## config.mk

```make
export PLATFORM = sky130hd
export DESIGN_NAME = combination_sequence_generator_unit
export DESIGN_NICKNAME = d
export VERILOG_FILES = /design/src/rtl/csg_pkg.sv /design/src/rtl/combination_sequence_generator_unit.sv /design/src/rtl/csg_datapath.sv /design/src/rtl/csg_ctrl.sv
export SDC_FILE = /design/constraint.sdc
export NUM_CORES = 1
export LEC_CHECK = 0
export ABC_AREA = 1
export BUFFER_PORTS_ARGS = -buffer_cell sky130_fd_sc_hd__buf_2
export CAP_MARGIN = 20
export CORE_MARGIN = 2
export CORE_UTILIZATION = 40
export CTS_BUF_LIST = sky130_fd_sc_hd__clkbuf_16
export CTS_CLUSTER_DIAMETER = 40
export DETAILED_ROUTE_END_ITERATION = 8
export SYNTH_ARGS = -nofsm -noshare
export SYNTH_HDL_FRONTEND = slang
export SYNTH_SLANG_ARGS = --single-unit
export TNS_END_PERCENT = 10
```

## constraint.sdc

```tcl
create_clock -name clk -period 15.55 [get_ports clk]
set_input_delay 2.3325 -clock clk [delete_from_list [all_inputs] [get_ports clk]]
set_output_delay 2.3325 -clock clk [all_outputs]
set_load 0.01 [all_outputs]
```

## src/rtl/csg_pkg.sv

```systemverilog
`default_nettype none
package csg_pkg;
	localparam int unsigned MAX_CHOOSE = 8;
	localparam int unsigned MAX_SET = 32;
	localparam int unsigned POS_W = 6;
	localparam int unsigned RANK_W = 24;
	localparam logic [RANK_W-1:0] RANK_SAT = {RANK_W{1'b1}};

	typedef enum logic [1:0] {
		ACT_RESTART = 2'd0,
		ACT_ADVANCE = 2'd1,
		ACT_JUMP    = 2'd2,
		ACT_READ    = 2'd3
	} action_t;

	typedef enum logic [1:0] {
		ST_OK       = 2'd0,
		ST_RANK_OOR = 2'd1,
		ST_R_GT_N   = 2'd2
	} status_t;

	localparam logic CFG_SET_SIZE = 1'b0;
	localparam logic CFG_CHOOSE_SIZE = 1'b1;

	// Commands from the controller to the datapath.
	typedef struct packed {
		logic restart;     // load the first combination
		logic binom_start; // begin C(bn, bk) computation
		logic binom_total; // operands are (n, r) rather than the unrank pair
		logic adv_step;    // one step of the advance carry walk
		logic adv_init;    // begin the advance walk at the last position
		logic unr_init;    // begin unranking
		logic unr_step;    // evaluate one candidate with the ready coefficient
		logic unr_fin;     // write the last position from the remaining rank
		logic load_total;  // capture the finished coefficient as the total
	} csg_cmd_t;

	typedef struct packed {
		logic binom_done;
		logic adv_done;
		logic unr_done;
		logic r_gt_n;
		logic r_zero;
		logic is_done;
		logic rank_oor;
	} csg_stat_t;
endpackage
`default_nettype wire

```

## src/rtl/combination_sequence_generator_unit.sv

```systemverilog
// Lexicographic r-combination generator with unranking.
// Channels: cfg (cfg_valid/cfg_ready, cfg_index, cfg_data) writes set_size
// (index 0) or choose_size (index 1); either write restarts the sequence.
// cfg_ready is high only while no transaction is in flight.
// Input transaction: action and target_rank on in_valid/in_ready.
// Output transaction: elem_0..elem_7, finished, total_combinations, status on
// out_valid/out_ready. One item is in flight at a time; after the result is
// taken the block returns to idle, where it can accept the next input.
// Processing order: the total C(n,r) comes first from a shared binomial unit
// (which skips its multiply and divide steps when r is 0 or exceeds n), plus
// a launch and a dispatch state; restart and read end with these.
// Advance adds the carry walk over w positions, at most r of them. A jump
// adds a closing step plus, per candidate value, a binomial computation
// with k = r-1-i for position i; there are at most n-1 candidates.
// Reset: n = r = 0 and the empty combination is current.
// While the receiver stalls, the result is held and no new input is taken.
`default_nettype none
module combination_sequence_generator_unit (
	input  wire logic        clk,
	input  wire logic        arst_n,
	input  wire logic        cfg_valid,
	output logic             cfg_ready,
	input  wire logic        cfg_index,
	input  wire logic [5:0]  cfg_data,
	input  wire logic        in_valid,
	output logic             in_ready,
	input  wire logic [1:0]  action,
	input  wire logic [23:0] target_rank,
	output logic             out_valid,
	input  wire logic        out_ready,
	output logic [5:0]       elem_0,
	output logic [5:0]       elem_1,
	output logic [5:0]       elem_2,
	output logic [5:0]       elem_3,
	output logic [5:0]       elem_4,
	output logic [5:0]       elem_5,
	output logic [5:0]       elem_6,
	output logic [5:0]       elem_7,
	output logic             finished,
	output logic [23:0]      total_combinations,
	output logic [1:0]       status
);
	import csg_pkg::*;

	logic [5:0] set_size_q;
	logic [3:0] choose_size_q;
	logic [23:0] rank_q;
	csg_cmd_t cmd;
	csg_stat_t stat;
	logic cap;
	logic [1:0] st;
	logic [POS_W-1:0] pos [MAX_CHOOSE];

	always_ff @(posedge clk or negedge arst_n) begin
		if (!arst_n) begin
			set_size_q <= '0;
			choose_size_q <= '0;
		end else if (cfg_valid && cfg_ready) begin
			if (cfg_index == CFG_SET_SIZE)
				set_size_q <= (cfg_data > 6'(MAX_SET)) ? 6'(MAX_SET) : cfg_data;
			else
				choose_size_q <= (cfg_data[3:0] > 4'(MAX_CHOOSE)) ? 4'(MAX_CHOOSE) :
					cfg_data[3:0];
		end
	end

	always_ff @(posedge clk) if (in_valid && in_ready) rank_q <= target_rank;

	csg_ctrl u_ctrl (
		.clk(clk), .arst_n(arst_n), .in_valid(in_valid), .in_ready(in_ready),
		.action(action), .out_valid(out_valid), .out_ready(out_ready),
		.cfg_write(cfg_valid), .cfg_ready(cfg_ready), .cmd(cmd), .stat(stat),
		.cap(cap), .status(st)
	);

	csg_datapath u_dp (
		.clk(clk), .arst_n(arst_n), .cmd(cmd), .stat(stat),
		.set_size(set_size_q), .choose_size(choose_size_q), .rank_in(rank_q),
		.pos_out(pos), .total_out(total_combinations)
	);

	logic r_bad;
	assign r_bad = (st == ST_R_GT_N) || cap;
	assign elem_0 = r_bad ? '0 : pos[0];
	assign elem_1 = r_bad ? '0 : pos[1];
	assign elem_2 = r_bad ? '0 : pos[2];
	assign elem_3 = r_bad ? '0 : pos[3];
	assign elem_4 = r_bad ? '0 : pos[4];
	assign elem_5 = r_bad ? '0 : pos[5];
	assign elem_6 = r_bad ? '0 : pos[6];
	assign elem_7 = r_bad ? '0 : pos[7];
	assign finished = r_bad ? 1'b0 : stat.is_done;
	assign status = st;
endmodule
`default_nettype wire

```

## src/rtl/csg_datapath.sv

```systemverilog
`default_nettype none
module csg_datapath (
	input  wire logic                          clk,
	input  wire logic                          arst_n,
	input  wire csg_pkg::csg_cmd_t             cmd,
	output csg_pkg::csg_stat_t                 stat,
	input  wire logic [5:0]                    set_size,
	input  wire logic [3:0]                    choose_size,
	input  wire logic [csg_pkg::RANK_W-1:0]    rank_in,
	output logic [csg_pkg::POS_W-1:0]          pos_out [csg_pkg::MAX_CHOOSE],
	output logic [csg_pkg::RANK_W-1:0]         total_out
);
	import csg_pkg::*;

	localparam int unsigned IDX_W = (MAX_CHOOSE > 1) ? $clog2(MAX_CHOOSE) : 1;
	localparam int unsigned CW = RANK_W + 1;   // coefficient with saturation headroom
	localparam int unsigned PW = CW + POS_W;    // product width

	logic [POS_W-1:0] pos_q [MAX_CHOOSE];
	logic [POS_W-1:0] n_v, r_v;

	assign n_v = set_size;
	assign r_v = {2'b00, choose_size};

	// Binomial unit: per factor a multiply step, then a divide of the PW-bit product.
	// c <- c*(bn-i)/(i+1); the divide is iterative, bit-serial.
	typedef enum logic [1:0] {B_IDLE, B_MUL, B_DIV, B_DONE} bst_t;
	bst_t bst_q;
	logic [POS_W-1:0] bn_q, bk_q, bi_q;
	logic [CW-1:0] c_q;
	logic [PW-1:0] prod_q, quo_q;
	logic [POS_W:0] rem_q;
	logic [POS_W-1:0] dcnt_q;
	logic [POS_W-1:0] div_v;
	logic [POS_W:0] rem_sh;

	assign div_v = bi_q + POS_W'(1);
	assign rem_sh = {rem_q[POS_W-1:0], prod_q[PW-1]};

	// Unrank state.
	logic [IDX_W:0] ui_q;
	logic [POS_W-1:0] uj_q, lo_q;
	logic [RANK_W-1:0] rem_rank_q;
	logic [CW-1:0] total_q;
	logic [IDX_W:0] ai_q;

	logic [POS_W-1:0] unr_n, unr_k;
	assign unr_n = n_v - POS_W'(1) - uj_q;
	assign unr_k = r_v - POS_W'(1) - POS_W'(ui_q);

	always_ff @(posedge clk or negedge arst_n) begin
		if (!arst_n) begin
			bst_q <= B_IDLE;
		end else begin
			case (bst_q)
				B_IDLE: if (cmd.binom_start) bst_q <= (cmd.binom_total ? r_v : unr_k) == '0 ||
					(cmd.binom_total ? r_v > n_v : unr_k > unr_n) ? B_DONE : B_MUL;
				B_MUL: bst_q <= (bi_q == bk_q) ? B_DONE : B_DIV;
				B_DIV: if (dcnt_q == POS_W'(PW - 1)) bst_q <= B_MUL;
				B_DONE: bst_q <= B_IDLE;
				default: bst_q <= B_IDLE;
			endcase
		end
	end

	always_ff @(posedge clk) begin
		case (bst_q)
			B_IDLE: if (cmd.binom_start) begin
				bn_q <= cmd.binom_total ? n_v : unr_n;
				bk_q <= cmd.binom_total ? r_v : unr_k;
				bi_q <= '0;
				c_q <= ((cmd.binom_total ? r_v > n_v : unr_k > unr_n)) ? CW'(0) : CW'(1);
			end
			B_MUL: begin
				prod_q <= PW'(c_q) * PW'(bn_q - bi_q);
				rem_q <= '0;
				dcnt_q <= '0;
			end
			B_DIV: begin
				dcnt_q <= dcnt_q + POS_W'(1);
				prod_q <= {prod_q[PW-2:0], 1'b0};
				if (rem_sh >= {1'b0, div_v}) begin
					rem_q <= rem_sh - {1'b0, div_v};
					quo_q <= {quo_q[PW-2:0], 1'b1};
				end else begin
					rem_q <= rem_sh;
					quo_q <= {quo_q[PW-2:0], 1'b0};
				end
				if (dcnt_q == POS_W'(PW - 1)) begin
					bi_q <= bi_q + POS_W'(1);
					// Saturated values only need to stay above every rank.
					if (rem_sh >= {1'b0, div_v}) begin
						if ({quo_q[PW-2:0], 1'b1} > PW'({1'b0, RANK_SAT})) begin
							c_q <= {1'b1, RANK_SAT};
						end else c_q <= CW'({quo_q[PW-2:0], 1'b1});
					end else begin
						if ({quo_q[PW-2:0], 1'b0} > PW'({1'b0, RANK_SAT})) begin
							c_q <= {1'b1, RANK_SAT};
						end else c_q <= CW'({quo_q[PW-2:0], 1'b0});
					end
				end
			end
			default: ;
		endcase
	end

	assign stat.binom_done = (bst_q == B_DONE);

	// Unranking: candidate j for position i, coefficient from the binomial unit.
	logic unr_last;
	logic unr_hit;
	assign unr_last = (ui_q + (IDX_W+1)'(1) >= (IDX_W+1)'(r_v));
	assign unr_hit = (c_q[RANK_W] == 1'b0 && rem_rank_q < c_q[RANK_W-1:0]) || c_q[RANK_W];

	// Advance walk.
	logic [POS_W-1:0] adv_inc, adv_lim;
	logic [IDX_W-1:0] ai_idx;
	logic adv_walk_q;
	assign ai_idx = ai_q[IDX_W-1:0] - IDX_W'(1);
	assign adv_inc = pos_q[ai_idx] + POS_W'(1);
	assign adv_lim = n_v - (r_v - POS_W'(ai_q));

	always_ff @(posedge clk or negedge arst_n) begin
		if (!arst_n) begin
			for (int k = 0; k < MAX_CHOOSE; k++) pos_q[k] <= POS_W'(k);
			adv_walk_q <= 1'b0;
		end else begin
			if (cmd.restart) begin
				for (int k = 0; k < MAX_CHOOSE; k++) pos_q[k] <= POS_W'(k);
				if (choose_size == '0) pos_q[0] <= '0;
			end else if (cmd.adv_init) begin
				if (choose_size == '0) pos_q[0] <= POS_W'(1);
				adv_walk_q <= (choose_size != '0);
			end else if (cmd.adv_step && adv_walk_q) begin
				pos_q[ai_idx] <= adv_inc;
				if (adv_inc != adv_lim || ai_q == (IDX_W+1)'(1)) begin
					adv_walk_q <= 1'b0;
					if (adv_inc != adv_lim)
						for (int k = 0; k < MAX_CHOOSE; k++)
							if ((IDX_W+1)'(k) >= ai_q && POS_W'(k) < r_v)
								pos_q[k] <= adv_inc + POS_W'(k) - POS_W'(ai_idx);
				end
			end else if (cmd.unr_init && choose_size == '0) begin
				pos_q[0] <= '0;
			end else if (cmd.unr_step) begin
				if (unr_hit || uj_q >= n_v - r_v + POS_W'(ui_q)) begin
					pos_q[ui_q[IDX_W-1:0]] <= uj_q;
				end
			end else if (cmd.unr_fin) begin
				pos_q[ui_q[IDX_W-1:0]] <= lo_q + POS_W'(rem_rank_q);
			end
		end
	end

	always_ff @(posedge clk) begin
		if (cmd.adv_init) ai_q <= (IDX_W+1)'(choose_size);
		else if (cmd.adv_step && adv_walk_q) ai_q <= ai_q - (IDX_W+1)'(1);
	end

	assign stat.adv_done = !adv_walk_q;

	always_ff @(posedge clk) begin
		if (cmd.unr_init) begin
			ui_q <= '0;
			uj_q <= '0;
			lo_q <= '0;
			rem_rank_q <= rank_in;
		end else if (cmd.unr_step) begin
			if (uj_q >= n_v - r_v + POS_W'(ui_q) || unr_hit) begin
				lo_q <= uj_q + POS_W'(1);
				uj_q <= uj_q + POS_W'(1);
				ui_q <= ui_q + (IDX_W+1)'(1);
			end else begin
				rem_rank_q <= rem_rank_q - c_q[RANK_W-1:0];
				uj_q <= uj_q + POS_W'(1);
			end
		end
		if (cmd.load_total) total_q <= c_q;
	end

	assign stat.unr_done = unr_last;
	assign stat.r_gt_n = r_v > n_v;
	assign stat.r_zero = (choose_size == '0);
	assign stat.is_done = (choose_size == '0) ? (pos_q[0] == POS_W'(1)) :
		(pos_q[IDX_W'(r_v - POS_W'(1))] == n_v);
	assign stat.rank_oor = (total_q[RANK_W] == 1'b0) && (rank_in >= total_q[RANK_W-1:0]);

	always_comb begin
		for (int k = 0; k < MAX_CHOOSE; k++)
			pos_out[k] = (POS_W'(k) < r_v) ? pos_q[k] : '0;
	end
	assign total_out = total_q[RANK_W] ? RANK_SAT : total_q[RANK_W-1:0];
endmodule
`default_nettype wire

```

## src/rtl/csg_ctrl.sv

```systemverilog
`default_nettype none
module csg_ctrl (
	input  wire logic               clk,
	input  wire logic               arst_n,
	input  wire logic               in_valid,
	output logic                    in_ready,
	input  wire logic [1:0]         action,
	output logic                    out_valid,
	input  wire logic               out_ready,
	input  wire logic               cfg_write,
	output logic                    cfg_ready,
	output csg_pkg::csg_cmd_t       cmd,
	input  wire csg_pkg::csg_stat_t stat,
	output logic                    cap,
	output logic [1:0]              status
);
	import csg_pkg::*;

	typedef enum logic [3:0] {
		S_IDLE, S_TOT_GO, S_TOT_WAIT, S_DISPATCH, S_ADV, S_UNR_GO, S_UNR_WAIT,
		S_UNR_STEP, S_UNR_LAST, S_OUT
	} state_t;
	state_t state_q;
	action_t act_q;

	assign cfg_ready = (state_q == S_IDLE);
	assign in_ready = (state_q == S_IDLE) && !cfg_write;
	assign out_valid = (state_q == S_OUT);

	always_comb begin
		cmd = '0;
		cap = 1'b0;
		case (state_q)
			S_IDLE: if (cfg_write) cmd.restart = 1'b1;
			S_TOT_GO: begin
				cmd.binom_start = 1'b1;
				cmd.binom_total = 1'b1;
			end
			S_TOT_WAIT: if (stat.binom_done) cmd.load_total = 1'b1;
			S_DISPATCH: begin
				if (!stat.r_gt_n) begin
					case (act_q)
						ACT_RESTART: cmd.restart = 1'b1;
						ACT_ADVANCE: cmd.adv_init = !stat.is_done;
						ACT_JUMP: cmd.unr_init = !stat.rank_oor;
						default: ;
					endcase
				end
			end
			S_ADV: cmd.adv_step = 1'b1;
			S_UNR_LAST: cmd.unr_fin = stat.unr_done;
			S_UNR_GO: cmd.binom_start = 1'b1;
			S_UNR_WAIT: if (stat.binom_done) cmd.unr_step = 1'b1;
			S_OUT: cap = 1'b0;
			default: ;
		endcase
	end

	always_ff @(posedge clk or negedge arst_n) begin
		if (!arst_n) begin
			state_q <= S_IDLE;
			act_q <= ACT_READ;
			status <= ST_OK;
		end else begin
			case (state_q)
				S_IDLE: if (in_valid && in_ready) begin
					act_q <= action_t'(action);
					state_q <= S_TOT_GO;
				end
				S_TOT_GO: state_q <= S_TOT_WAIT;
				S_TOT_WAIT: if (stat.binom_done) state_q <= S_DISPATCH;
				S_DISPATCH: begin
					status <= ST_OK;
					state_q <= S_OUT;
					if (stat.r_gt_n) status <= ST_R_GT_N;
					else if (act_q == ACT_ADVANCE && !stat.is_done && !stat.r_zero)
						state_q <= S_ADV;
					else if (act_q == ACT_JUMP) begin
						if (stat.rank_oor) status <= ST_RANK_OOR;
						else if (!stat.r_zero) state_q <= S_UNR_LAST;
					end
				end
				S_ADV: if (stat.adv_done) state_q <= S_OUT;
				S_UNR_LAST: state_q <= stat.unr_done ? S_OUT : S_UNR_GO;
				S_UNR_GO: state_q <= S_UNR_WAIT;
				S_UNR_WAIT: if (stat.binom_done) state_q <= S_UNR_STEP;
				S_UNR_STEP: state_q <= S_UNR_LAST;
				S_OUT: if (out_ready) state_q <= S_IDLE;
				default: state_q <= S_IDLE;
			endcase
		end
	end
endmodule
`default_nettype wire

```

Word level (Yosys, flattened, before mapping)
Index checks and enable logic that the tools add are counted.

Multipliers: 1. Divide/modulo/power cells: 0. Eq/ne operators: 34. Reduce and logical (&&, ||, !) cells: 53. Magnitude comparators: 32. Bitwise operators: 7. Muxes and demuxes: 116. Add/subtract/negate cells: 34. Shift-type cells: 0.

Operators by type and width (number): 48-bit two-way mux (7); 6-bit two-way mux (39); 48-bit bitwise mux (3); 25-bit two-way mux (5); 24-bit two-way mux (4); 42-bit two-way mux (2); 31-bit by 24-bit greater-than comparator with 1-bit output (second input constant) (2); 31-bit case mux with 2 select lines (1); 4-bit two-way mux (13); 25-bit case mux with 2 select lines (1); 6-bit by 3-bit subtractor with 6-bit output (8); 4-bit case mux with 10 select lines (1); 6-bit binary-select mux with 3-bit select (2); 6-bit demux with 3-bit select (2); 6-bit case mux with 2 select lines (3); 25-bit by 31-bit multiplier with 31-bit output (1); 6-bit by 1-bit adder with 6-bit output (second input constant) (5); 6-bit by 3-bit adder with 6-bit output (second input constant) (4); 24-bit >= comparator (1); 24-bit less-than comparator (1); 24-bit subtractor (1); 1-bit two-way mux (23); 1-bit logical AND (19); 6-bit subtractor (3); 60 further kinds (126).

Output and inout bits: 78. ROM bits: 0. Word-level logic and storage cells: 307. Bits in latches: 0. Memories: 0. Bits in registers: 278. Memory bits (writable): 0.

Longest topological paths before layout
Word-level depth: 16. Mapped depth: 40.

Hierarchy
A second synthesis with hierarchy kept.

Cell total of the unflattened synthesis: 3581. Area total of the unflattened synthesis: 26281.5 sq um.

Modules (own cells, without submodules): csg_datapath (times used 1, seq. area each 6686.4 sq um, area an instance 24059.3 sq um, cells each 3307); combination_sequence_generator_unit (times used 1, seq. area each 970.9 sq um, area an instance 1589.0 sq um, cells each 182); csg_ctrl (times used 1, seq. area each 202.7 sq um, area an instance 633.1 sq um, cells each 92).

Least setup slack after synthesis
OpenSTA, ideal clock, no wires.

Path kind: flip-flop to flip-flop. From: register u_dp.bi_q[0]. To: register u_dp.prod_q[28], data pin. Slack: 7481 ps. Stages on the path, launching flop included: 32. Library setup time: 254 ps. Required time: 15296 ps. Buffers on the path: 1. Arrival: 7815 ps. Cells stage by stage: edfxtp_1 > ha_1 > inv_1 > fa_1 > a31oi_1 > inv_1 > nand3_1 > nand2_1 > clkbuf_1 > nor2_1 > fa_1 > inv_1 > fa_1 > fa_1 > inv_1 > fa_1 > fa_1 > fa_1 > inv_1 > fa_1 > inv_1 > ha_1 > nand2_1 > nor4_1 > nand4_1 > nand3_1 > a21o_1 > nand3_1 > nand2_1 > o21ai_0 > a21oi_1 > nor2_1.

Word-level cells in the longest chain between the ends: 3.

Ends and longest elaborated chain: start, declared (RTL line csg_datapath.sv:29) `logic [POS_W-1:0] bn_q, bk_q, bi_q;`; start signal, assigned (RTL line csg_datapath.sv:90) `bi_q <= bi_q + POS_W'(1);`; 6-bit by 6-bit subtractor with 7-bit output (RTL line csg_datapath.sv:75) `prod_q <= PW'(c_q) * PW'(bn_q - bi_q);`; 25-bit by 31-bit multiplier with 31-bit output (RTL line csg_datapath.sv:75); 31-bit case mux with 2 select lines (RTL line csg_datapath.sv:67) `case (bst_q)`; end signal, assigned (RTL line csg_datapath.sv:75); end signal, assigned (RTL line csg_datapath.sv:81) `prod_q <= {prod_q[PW-2:0], 1'b0};`; end, declared (RTL line csg_datapath.sv:31) `logic [PW-1:0] prod_q, quo_q;`.

Every way passes these cells. A chain may end at the register's enable or synchronous reset.

Worst setup path after layout
Ends and elaborated chain as after synthesis.

==> impl_metrics.env <==
export IMPL_setup_viol=0
export IMPL_cts_max_level=2
export IMPL_worst_ep_required_time_ps=15940
export IMPL_crit_fanout=25
export IMPL_clk_latency_ps=650
export IMPL_min_period_ps=9020
export IMPL_synth_area_leader_cell="edfxtp_1"
export IMPL_die_x_um=275
export IMPL_yosys_most_used_dff="edfxtp_1"
export IMPL_synth_top_family_by_area="adder cells"
export IMPL_grt_pass1_wl_um=139000
export IMPL_syn_area_sq_um=29400
export IMPL_synthDistinctLibCells=55
export IMPL_synth_top_area_share_pct=19.7
export IMPL_vias=25100
export IMPL_cts_buffers=55
export IMPL_finalNetCount=4430
export IMPL_synth_xor_area_share_pct=2.92
export IMPL_die_h_um=275
export IMPL_tritoncts="yes"
export IMPL_ys_seq_area_share_pct=26.7
export IMPL_antenna_found_initial=0
export IMPL_hold_path_class="register to register"
export IMPL_grt_use_total_pct=23.6
export IMPL_synth_compound_gate_area_share_pct=8.42
export IMPL_regToRegSetupSlack_ps=6530
export IMPL_cp_slowest_cell="fa_1"
export IMPL_io_pins=116
export IMPL_port_buffers=115
export IMPL_place_congestion=0.963
export IMPL_yosysWarnings=0
export IMPL_slowest_delay_ps=850
export IMPL_ctsHoldBuffers=0
export IMPL_grt_pass1_vias=25100
export IMPL_synthAdderAreaFrac_pct=28.0
export IMPL_finalCritPeriodShare_pct=58.0
export IMPL_ys_ff_latch=278
export IMPL_cp_common_cell="fa_1"
export IMPL_place_hpwl_um=68700
export IMPL_wirelength_um=87600
export IMPL_grt_setup_unrepaired="false"
export IMPL_final_hold_viol_count=0
export IMPL_maxCapViolations=0
export IMPL_synth_edf_count=193
export IMPL_synthTopCellsByCount="nand2_1 (1,032), inv_1 (714), fa_1 (258)"
export IMPL_syn_avg_cell_area_sq_um=7.78
export IMPL_async_reset_ff_share_pct=24.8
export IMPL_n_antenna_cell=0
export IMPL_grt_max_degree=91
export IMPL_drc_errors=0
export IMPL_synth_most_common_cell="nand2_1"
export IMPL_post_cts_buffers=0
export IMPL_skew_ps=60.7
export IMPL_yosys_area_share_simple_pct=23.1
export IMPL_fp_coreArea_sq_um=72800
export IMPL_cts_sinks=278
export IMPL_max_clock_freq_ghz=0.111
export IMPL_drt_initial_drc_count=1871
export IMPL_start_util_pct=40.4
export IMPL_dr_pass1_iters=8
export IMPL_wl_per_cell_um=17.9
export IMPL_cp_end_kind="register"
export IMPL_ys_top_cells_by_area="edfxtp_1 (20%), fa_1 (18%), nand2_1 (13%)"
export IMPL_cp_arrival_ps=9400
export IMPL_drive_gt1_share_pct=8.54
export IMPL_slew_viol_final=0
export IMPL_cts_root_buf="clkbuf_16"
export IMPL_area_growth_synth_to_final_pct=12.1
export IMPL_die_area_sq_um=75700
export IMPL_viasPerCell=5.13
export IMPL_synthMuxAreaShare_pct=0
export IMPL_n_fill_cell=7393
export IMPL_clkTransAtPathRegs_ps=50
export IMPL_crit_type="register to register"
export IMPL_cp_start_kind="register"
export IMPL_relSlewSlack_pct=22.9
export IMPL_syn_nets=4320
export IMPL_worst_slew_pin_transition_ps=1150
export IMPL_rows=99
export IMPL_status="complete, no violations"
export IMPL_ant_nets=0
export IMPL_cts_resized=0
export IMPL_grt_ovfl_total=0
export IMPL_tns_ps=0
export IMPL_clock_path_buffers=3
export IMPL_postSynthCellCount=3779
-- worst paths after layout --
path / depth (start not counted) / end / from
worst max-delay path: 30 / u_dp.prod_q[28]$_DFFE_PP_ / u_dp.bi_q[0]$_SDFFCE_PN0P_
worst min-delay path: 0 / u_dp.quo_q[2]$_DFFE_PP_ / u_dp.quo_q[1]$_DFFE_PP_
worst max register to register: 30 / u_dp.prod_q[28]$_DFFE_PP_ / u_dp.bi_q[0]$_SDFFCE_PN0P_
worst min register to register: 0 / u_dp.quo_q[2]$_DFFE_PP_ / u_dp.quo_q[1]$_DFFE_PP_
max in group asynchronous: 2 / u_dp.bst_q[1]$_DFFE_PN0P_ / arst_n
min in group asynchronous: 2 / u_dp.pos_q[37]$_DFFE_PN0P_ / arst_n
-- metrics by stage --
step                      setup slack (ps)  cell area [sq um]  std cells  util, %  hold slack [ps]
after floorplan                       7480              29400       3779        -              424
after global placement                6530              31000       4789     42.5              429
after detailed placement              6390              31000       4790     42.6              433
after CTS                             6440              32900       4894     45.2              410
after global routing                  5690              32900       4895     45.2              426
final                                 6530              32900       4895     45.2              415
-- final cells by class --
class	instances	area [sq um]	area share (%)
inverters	728	2730	8.30
well taps	959	1200	3.64
repair buffers	147	826	2.51
clock inverters	49	549	1.67
clock buffers	55	1380	4.18
multi-input cells	2679	18400	55.8
flip-flops and latches	278	7860	23.9
-- worst max-delay path, delay by kind of cell (launching register included) --
family | cells | cell delay, ps
adder cells (fa/ha/maj) | 10 | 5020
AND/OR/NAND/NOR | 10 | 1960
flip-flops | 1 | 450
buffers and inverters | 6 | 870
AO/OA/AOI/OAI | 4 | 490
-- cells by family (layout without fill, tap and decap cells) --
group           after synthesis  after routing
fa+ha+maj                   503            503
flops                       278            278
xor+xnor                     97             97
simple gates               1623           1623
buf+inv                     822            979
compound gates              456            456
-- routing by layer --
layer  GRT usage [%]  part of all wire (%)  wire (um)
met3            2.99                   5.6       4870
met4            10.5                   4.6       4060
met5               0                     0          0
met2            40.5                    48      41800
met1            29.8                    42      36900
-- state kept, by name (all words and copies together), names as in the netlist, 4 cells and up --
register         count
set_size_q           6
u_dp.bi_q            6
u_dp.total_q        25
u_dp.bk_q            6
u_dp.rem_q           6
u_dp.c_q            25
u_dp.ui_q            4
u_dp.bn_q            6
u_dp.prod_q         31
u_dp.uj_q            6
u_dp.dcnt_q          6
u_dp.rem_rank_q     24
u_dp.pos_q          48
choose_size_q        4
u_dp.lo_q            6
u_dp.quo_q          30
rank_q              24
u_dp.ai_q            4
u_ctrl.state_q       4
-- placed cells by master, fill, tap and decap left out, types with 8 or more instances in the layout --
| cell type | netlist | routed |
|---|---|---|
| a211oi_1 | 11 | 11 |
| a21oi_1 | 147 | 146 |
| a31oi_1 | 22 | 22 |
| buf_2 | 11 | 116 |
| buf_4 | 4 | 30 |
| clkbuf_16 | 0 | 55 |
| dfrtp_1 | 55 | 55 |
| dfstp_2 | 14 | 14 |
| dfxtp_1 | 16 | 16 |
| edfxtp_1 | 193 | 193 |
| fa_1 | 258 | 258 |
| ha_1 | 245 | 243 |
| inv_1 | 714 | 717 |
| inv_2 | 10 | 10 |
| inv_6 | 0 | 11 |
| nand2_1 | 1032 | 1032 |
| nand2_2 | 9 | 9 |
| nand3_1 | 230 | 230 |
| nand4_1 | 17 | 17 |
| nor2_1 | 197 | 195 |
| nor3_1 | 73 | 73 |
| nor4_1 | 8 | 8 |
| o211ai_1 | 8 | 8 |
| o21ai_0 | 215 | 215 |
| o21ai_1 | 8 | 8 |
| o21bai_1 | 11 | 11 |
| or2_2 | 32 | 32 |
| xnor2_1 | 38 | 38 |
| xor2_1 | 58 | 58 |
Power is left out: the tool's default activity adds up to more than one toggle a clock period on the data nets, which glitch-free logic cannot reach.
